[config.mk]
export PLATFORM = sky130hd
export DESIGN_NAME = sms_septet_packer_hex_unit
export DESIGN_NICKNAME = d
export VERILOG_FILES = /design/src/hdl/sspk_pkg.sv /design/src/hdl/sspk_front.sv /design/src/hdl/sspk_queue.sv /design/src/hdl/sspk_back.sv /design/src/hdl/sms_septet_packer_hex_unit.sv
export SDC_FILE = /design/constraint.sdc
export NUM_CORES = 1
export LEC_CHECK = 0
export BUFFER_PORTS_ARGS = -buffer_cell sky130_fd_sc_hd__buf_2
export CELL_PAD_IN_SITES_DETAIL_PLACEMENT = 1
export CELL_PAD_IN_SITES_GLOBAL_PLACEMENT = 1
export CORE_AREA = 2 2 102 104
export DETAILED_ROUTE_END_ITERATION = 8
export DIE_AREA = 0 0 104 106
export PLACE_DENSITY_LB_ADDON = 0.15
export SLEW_MARGIN = 0
export SYNTH_ARGS = -nofsm -noshare
export SYNTH_HDL_FRONTEND = slang
export SYNTH_SLANG_ARGS = --single-unit
[constraint.sdc]
create_clock -name clk -period 4.25 [get_ports clk]
set_input_delay 0.2125 -clock clk [delete_from_list [all_inputs] [get_ports clk]]
set_output_delay 0.2125 -clock clk [all_outputs]
set_load 0.005 [all_outputs]
[src/hdl/sspk_pkg.sv]
// shared types, constants and the hex digit lookup for the septet packer
// no dependencies
package sspk_pkg;

  localparam int QDEPTH = 4;

  localparam int CHAR_W  = 8;
  localparam int OCTET_W = 8;
  localparam int ASCII_W = 7;
  localparam int SEPT_W  = 7;
  localparam int CNT_W   = 3;
  localparam int OUT_W   = 24;

  localparam logic MODE_SEPTET = 1'b0;
  localparam logic MODE_OCTET  = 1'b1;

  localparam logic [ASCII_W-1:0] HEX_DIGITS [16] = '{
    7'd48, 7'd49, 7'd50, 7'd51, 7'd52, 7'd53, 7'd54, 7'd55,
    7'd56, 7'd57, 7'd65, 7'd66, 7'd67, 7'd68, 7'd69, 7'd70
  };

  // up to two octets caused by one character; the second is always final
  typedef struct packed {
    logic [OCTET_W-1:0] oct0;
    logic               fin0;
    logic               two;
    logic [OCTET_W-1:0] oct1;
  } sspk_job_t;

  function automatic logic [ASCII_W-1:0] hex_digit(input logic [3:0] nib);
    hex_digit = HEX_DIGITS[nib];
  endfunction

endpackage

[src/hdl/sspk_front.sv]
// front end: mode register, septet packing state, job generation
// depends on sspk_pkg
module sspk_front
  import sspk_pkg::*;
(
  input  logic              clk,
  input  logic              rst_n,
  input  logic              cfg_wr_en,
  input  logic              cfg_wr_data,
  input  logic              in_tvalid,
  output logic              in_tready,
  input  logic [CHAR_W-1:0] in_tdata,
  input  logic              in_tlast,
  input  logic              q_full,
  output logic              push,
  output sspk_job_t         push_job
);

  logic              mode_r;
  logic [SEPT_W-1:0] carry_r, carry_nxt;
  logic [CNT_W-1:0]  cnt_r, cnt_nxt;
  logic              fire;
  logic [14:0]       acc;
  logic [3:0]        n7;
  logic [3:0]        n_rem;
  logic [SEPT_W-1:0] rem;
  logic              full8;

  assign in_tready = !q_full;
  assign fire      = in_tvalid && in_tready;

  always_comb begin
    acc   = {8'd0, carry_r} | ({8'd0, in_tdata[SEPT_W-1:0]} << cnt_r);
    n7    = {1'b0, cnt_r} + 4'd7;
    full8 = n7[3];
    if (full8) begin
      rem   = acc[14:8];
      n_rem = n7 - 4'd8;
    end else begin
      rem   = acc[6:0];
      n_rem = n7;
    end
    push_job  = '0;
    push      = 1'b0;
    carry_nxt = carry_r;
    cnt_nxt   = cnt_r;
    if (mode_r == MODE_OCTET) begin
      push_job.oct0 = in_tdata;
      push_job.fin0 = in_tlast;
      push          = fire;
      carry_nxt     = '0;
      cnt_nxt       = '0;
    end else begin
      if (full8) begin
        push_job.oct0 = acc[7:0];
        push_job.fin0 = in_tlast && (n7 == 4'd8);
        push_job.two  = in_tlast && (n_rem != 4'd0);
        push_job.oct1 = {1'b0, rem};
        push          = fire;
      end else begin
        push_job.oct0 = {1'b0, rem};
        push_job.fin0 = 1'b1;
        push          = fire && in_tlast;
      end
      if (in_tlast) begin
        carry_nxt = '0;
        cnt_nxt   = '0;
      end else begin
        carry_nxt = rem;
        cnt_nxt   = n_rem[CNT_W-1:0];
      end
    end
  end

  always_ff @(posedge clk) begin
    if (!rst_n) begin
      mode_r  <= MODE_SEPTET;
      carry_r <= '0;
      cnt_r   <= '0;
    end else begin
      if (cfg_wr_en) begin
        mode_r <= cfg_wr_data;
      end
      if (fire) begin
        carry_r <= carry_nxt;
        cnt_r   <= cnt_nxt;
      end
    end
  end

  a_final_clears: assert property (@(posedge clk) disable iff (!rst_n)
    (fire && in_tlast) |=> (cnt_r == '0 && carry_r == '0))
    else $error("carry state not cleared after final character");

endmodule

[src/hdl/sspk_queue.sv]
// small job queue between front and back ends
// depends on sspk_pkg
module sspk_queue
  import sspk_pkg::*;
#(
  parameter int DEPTH = QDEPTH
) (
  input  logic      clk,
  input  logic      rst_n,
  input  logic      push,
  input  sspk_job_t push_job,
  output logic      full,
  input  logic      pop,
  output logic      head_valid,
  output sspk_job_t head_job
);

  localparam int PW = $clog2(DEPTH);
  localparam int CW = $clog2(DEPTH + 1);
  localparam logic [PW-1:0] LAST_PTR = PW'(DEPTH - 1);
  localparam logic [CW-1:0] FULL_CNT = CW'(DEPTH);

  sspk_job_t       mem [DEPTH];
  logic [PW-1:0]   wr_ptr_r, rd_ptr_r;
  logic [CW-1:0]   count_r;
  logic            do_pop;

  assign full       = (count_r == FULL_CNT);
  assign head_valid = (count_r != '0);
  assign head_job   = mem[rd_ptr_r];
  assign do_pop     = pop && head_valid;

  always_ff @(posedge clk) begin
    if (push) begin
      mem[wr_ptr_r] <= push_job;
    end
  end

  always_ff @(posedge clk) begin
    if (!rst_n) begin
      wr_ptr_r <= '0;
      rd_ptr_r <= '0;
      count_r  <= '0;
    end else begin
      if (push) begin
        wr_ptr_r <= (wr_ptr_r == LAST_PTR) ? '0 : wr_ptr_r + 1'b1;
      end
      if (do_pop) begin
        rd_ptr_r <= (rd_ptr_r == LAST_PTR) ? '0 : rd_ptr_r + 1'b1;
      end
      if (push && !do_pop) begin
        count_r <= count_r + 1'b1;
      end else if (do_pop && !push) begin
        count_r <= count_r - 1'b1;
      end
    end
  end

  a_no_overflow: assert property (@(posedge clk) disable iff (!rst_n)
    push |-> !full)
    else $error("job queue overflow");

  a_count_bound: assert property (@(posedge clk) disable iff (!rst_n)
    count_r <= FULL_CNT)
    else $error("job queue count out of range");

endmodule

[src/hdl/sspk_back.sv]
// back end: expands jobs into octets, adds hex digits, holds the output register
// depends on sspk_pkg
module sspk_back
  import sspk_pkg::*;
(
  input  logic             clk,
  input  logic             rst_n,
  input  logic             head_valid,
  input  sspk_job_t        head_job,
  output logic             pop,
  output logic             out_tvalid,
  input  logic             out_tready,
  output logic [OUT_W-1:0] out_tdata,
  output logic             out_tlast
);

  logic               out_valid_r;
  logic [OUT_W-1:0]   out_data_r;
  logic               out_last_r;
  logic               sec_valid_r;
  logic [OCTET_W-1:0] sec_oct_r;
  logic               load;
  logic               src_valid;
  logic [OCTET_W-1:0] src_oct;
  logic               src_last;

  assign load = !out_valid_r || out_tready;
  assign pop  = load && !sec_valid_r && head_valid;

  always_comb begin
    if (sec_valid_r) begin
      src_valid = 1'b1;
      src_oct   = sec_oct_r;
      src_last  = 1'b1;
    end else begin
      src_valid = head_valid;
      src_oct   = head_job.oct0;
      src_last  = head_job.fin0;
    end
  end

  always_ff @(posedge clk) begin
    if (!rst_n) begin
      out_valid_r <= 1'b0;
      sec_valid_r <= 1'b0;
    end else if (load) begin
      out_valid_r <= src_valid;
      if (sec_valid_r) begin
        sec_valid_r <= 1'b0;
      end else if (head_valid) begin
        sec_valid_r <= head_job.two;
      end
    end
  end

  always_ff @(posedge clk) begin
    if (load) begin
      out_data_r <= {2'b00, hex_digit(src_oct[3:0]), hex_digit(src_oct[7:4]), src_oct};
      out_last_r <= src_last;
      if (pop) begin
        sec_oct_r <= head_job.oct1;
      end
    end
  end

  assign out_tvalid = out_valid_r;
  assign out_tdata  = out_data_r;
  assign out_tlast  = out_last_r;

  a_sec_behind_out: assert property (@(posedge clk) disable iff (!rst_n)
    sec_valid_r |-> (out_valid_r && !out_last_r))
    else $error("second octet pending without a non-final first octet");

  a_no_pop_with_sec: assert property (@(posedge clk) disable iff (!rst_n)
    sec_valid_r |-> !pop)
    else $error("queue popped while second octet pending");

endmodule

[src/hdl/sms_septet_packer_hex_unit.sv]
// top level of the sms septet packer with hex output
// depends on sspk_pkg, sspk_front, sspk_queue, sspk_back
//
// channel  | dir | data                                           | marker
// in_      | in  | tdata[7:0] character                           | tlast final_char
// out_     | out | tdata[7:0] octet, [14:8] hex_high, [21:15] hex_low | tlast final_octet
// cfg_     | in  | wr_data packing_mode (0 septets, 1 octets)     | wr_en
//
// one character accepted per cycle while the queue has room; a final character that
// flushes two octets sends them in turn through the single output register, and the
// job queue holds later jobs meanwhile; out_tvalid comes from the output register
// rst_n is synchronous: clears mode, carry state, queue and output valid
// either side may stall independently; the input stalls only when the queue is full
module sms_septet_packer_hex_unit
  import sspk_pkg::*;
#(
  parameter int QUEUE_DEPTH = QDEPTH
) (
  input  logic              clk,
  input  logic              rst_n,
  input  logic              cfg_wr_en,
  input  logic              cfg_wr_data,   // packing_mode
  input  logic              in_tvalid,
  output logic              in_tready,
  input  logic [CHAR_W-1:0] in_tdata,      // character
  input  logic              in_tlast,
  output logic              out_tvalid,
  input  logic              out_tready,
  output logic [OUT_W-1:0]  out_tdata,     // octet, hex_high, hex_low, 2 zero bits
  output logic              out_tlast
);

  logic      q_full;
  logic      push;
  sspk_job_t push_job;
  logic      pop;
  logic      head_valid;
  sspk_job_t head_job;

  sspk_front u_front (
    .clk         (clk),
    .rst_n       (rst_n),
    .cfg_wr_en   (cfg_wr_en),
    .cfg_wr_data (cfg_wr_data),
    .in_tvalid   (in_tvalid),
    .in_tready   (in_tready),
    .in_tdata    (in_tdata),
    .in_tlast    (in_tlast),
    .q_full      (q_full),
    .push        (push),
    .push_job    (push_job)
  );

  sspk_queue #(
    .DEPTH (QUEUE_DEPTH)
  ) u_queue (
    .clk        (clk),
    .rst_n      (rst_n),
    .push       (push),
    .push_job   (push_job),
    .full       (q_full),
    .pop        (pop),
    .head_valid (head_valid),
    .head_job   (head_job)
  );

  sspk_back u_back (
    .clk        (clk),
    .rst_n      (rst_n),
    .head_valid (head_valid),
    .head_job   (head_job),
    .pop        (pop),
    .out_tvalid (out_tvalid),
    .out_tready (out_tready),
    .out_tdata  (out_tdata),
    .out_tlast  (out_tlast)
  );

endmodule
==> out/qor.yml <==
status:
  status: "finished, final reports clean"
worst_setup_path:
  r2r_setup_slack_ps: 1290
  start_kind: "flop"
  critPathRequiredTime_ps: 4680
  r2r-start: "u_front.cnt_r[1]$_SDFFE_PN0P_"
  crit_type: "reg -> reg"
  startpoint: "u_front.cnt_r[1]$_SDFFE_PN0P_"
  critPathMaxFanout: 21
  cp-end-kind: "flop"
  arrival_ps: 3390
cts:
  root_buffer: "clkbuf_8"
  cts-buffers-inserted: 17
  cts_tree: "built"
  clock_sinks: 118
  clk_pin_slew_ps: 60
  cts.htree.levels: 4
  cts_setup_buffers: 0
  clock_latency_ps: 520
  cts_buffer_depth: 2
layout:
  fillers: 985
  final_common_cell: "edfxtp_1"
  num_antenna_cells: 0
  nNetsFinal: 436
  drive_gt1_share_pct: 24.70
  area_delta_synth_final_pct: 16.16
  most-common-layout-cells: "96 x edfxtp_1, 39 x buf_2, 22 x dfxtp_1"
  final_util_pct: 60.90
logic_synthesis:
  syn_avg_cell_area_um2: 14.40
  synth_flop_cell: "edfxtp_1"
  yosysSeqAreaShare_pct: 63.39
  synth_cell_type_count: 57
  ys_ff_latch: 118
  synth_edf_count: 96
  synthArstFlopShare_pct: 0
  synth.cell_area_mm2: 0.005243
  synthCells: 364
  ys_warn_count: 0
detailed_routing:
  via_count: 3141
  ant_nets: 0
  drc_errors: 0
  routed_wl_um: 11190
  drt_iter0_drc: 127
  routedWlPerCell_um: 20.10
  firstDrtPassIters: 4
  vias_per_cell: 5.639
global_route:
  grt_pass1_vias: 3375
  antenna_found_initial: 0
  grt_max_degree: 27
  gr-total-overflow: 0
  grt_usage_pct: 21.84
  grt_pass1_wl_um: 17870
floorplan:
  die_w_um: 104
  start_util_pct: 52.43
  num_rows: 37
  pin_count: 42
  dieArea_mm2: 0.01102
  core_area_mm2: 0.01000
  die_h_um: 106
sta:
  rsz0062_at_grt: "no"
  setup_violations: 0
  period_needed_ps: 2959
  slew_violations: 0
  fin_worst_skew_ps: 12.05
  slew_headroom_pct: 36.33
  fmax_mhz: 337.9
  hold_viol_final: 0
  setup_tns_ps: 0
  period_share_pct: 69.63
  worst_pin_slew_ps: 930.9
  timing.hold.ws_ps: 52.73
  setup_slack_ps: 1291
worst_hold_path:
  hold_path_class: "in -> reg"
  min-delay-start: "in_tlast"
power:
  ir_drop_uv: 276.9
  p_leak_nw: 2.271
  power.switching_fraction_pct: 29.66
  switching_power_w: 0.001245
  p_per_area_mw_per_mm2: 689.3
  p_int_w: 0.002952
  pwr-share-clk_pct: 32.1
  pwr-share-seq_pct: 41.5
  comb_power_share_pct: 26.5
job:
  maxCapViolCount: 0
placed_design:
  portBuffers: 39
  dp_hpwl_um: 7594
  place_congestion: 0.8532
  pre_cts_ws_ps: 1390
logic make-up after synthesis:
logic type,synth area share (%)
AND/OR/NAND/NOR,8.186
buffers and inverters,4.224
flip-flops,63.39
XOR/XNOR,0.5013
adder cells (fa/ha/maj),3.246
multiplexers,13.20
AO/OA/AOI/OAI,7.184
other,0.07153
cells in the mapped netlist, types with 3 or more instances:
master | count | share of area, %
edfxtp_1 | 96 | 55
dfxtp_1 | 22 | 8.4
mux2i_1 | 20 | 3.8
nor2_1 | 20 | 1.4
inv_1 | 19 | 1.4
a21oi_1 | 18 | 1.7
o21ai_0 | 16 | 1.5
nand2_1 | 15 | 1.1
mux4_2 | 14 | 6.0
ha_1 | 12 | 2.9
clkbuf_1 | 9 | 0.64
and2_1 | 7 | 0.84
buf_4 | 7 | 1.0
nand3_1 | 7 | 0.67
mux2_2 | 5 | 1.1
nor3_1 | 5 | 0.48
or3_1 | 5 | 0.60
a211oi_1 | 4 | 0.57
buf_2 | 4 | 0.38
a22oi_1 | 3 | 0.43
mux2i_4 | 3 | 1.3
nand4_1 | 3 | 0.36
nor2b_1 | 3 | 0.36
o22ai_1 | 3 | 0.36
per-layer routing:
layer	up-vias	wire length, µm	GRT usage (%)
met5	-	0	0
met4	0	216	8.591
met3	20	467	7.051
met2	80	5885	38.63
met1	1586	4622	24.63
li1	1455	-	-
repair_timing:
action | in CTS | in global routing
endpoints found under the hold margin | 1 | 0
setup endpoints to repair | 0 | 0
hold buffers | 2 | 0
gates resized for setup | 0 | 0
sequential cells by signal, indices dropped and copies added, names as in the netlist, named ones only:
signal	cells
u_front.mode_r	1
u_queue.wr_ptr_r	2
u_back.sec_oct_r	7
u_queue.mem	68
u_front.cnt_r	3
u_front.carry_r	7
u_back.out_tlast	1
u_back.out_tdata	20
u_back.out_tvalid	1
u_back.sec_valid_r	1
u_queue.rd_ptr_r	2
u_queue.count_r	3
metrics by stage:
| stage | power [W] | area [µm²] | std cells |
|---|---|---|---|
| after floorplan | 0.002528 | 5261 | 369 |
| after global placement | 0.002788 | 5499 | 523 |
| after detailed placement | 0.002866 | 5499 | 523 |
| after CTS | 0.004239 | 6090 | 557 |
| after global routing | 0.004411 | 6090 | 557 |
| final | 0.004198 | 6090 | 557 |
final timing paths:
kind,to,depth (start not counted)
max,u_queue.count_r[2]$_SDFFE_PN0P_,9
min,u_front.cnt_r[0]$_SDFFE_PN0P_,4
max reg2reg,u_queue.count_r[2]$_SDFFE_PN0P_,9
min reg2reg,u_front.carry_r[6]$_SDFFE_PN0P_,2
power by group through the flow:
stage | Sequential (W) | Clock (W) | Combinational [W]
finish | 0.00174 | 0.00135 | 0.00111
global route | 0.00178 | 0.00141 | 0.00122
CTS | 0.00175 | 0.00136 | 0.00113
detailed placement | 0.00177 | 0 | 0.00110
global placement | 0.00175 | 0 | 0.00104
floorplan | 0.00169 | 0 | 0.000837
area by class of cell:
type	count	area (µm²)	share of cell area [%]
inverters	21	78.83	1.294
clock inverters	8	70.07	1.151
clock buffers	24	500.5	8.219
repair buffers	43	230.2	3.781
flip-flops and latches	118	3323	54.57
multi-input cells	207	1717	28.19
well taps	136	170.2	2.794
critical path: stages (launching register included):
cell      delay (ps)
dfxtp_1          840
or3_1            250
o211ai_2         200
inv_1            170
ha_1             220
inv_1             70
fa_1             380
xor2_1           170
or3_1            350
a21oi_1          210
No activity file was read; power rests on OpenSTA's default activity.
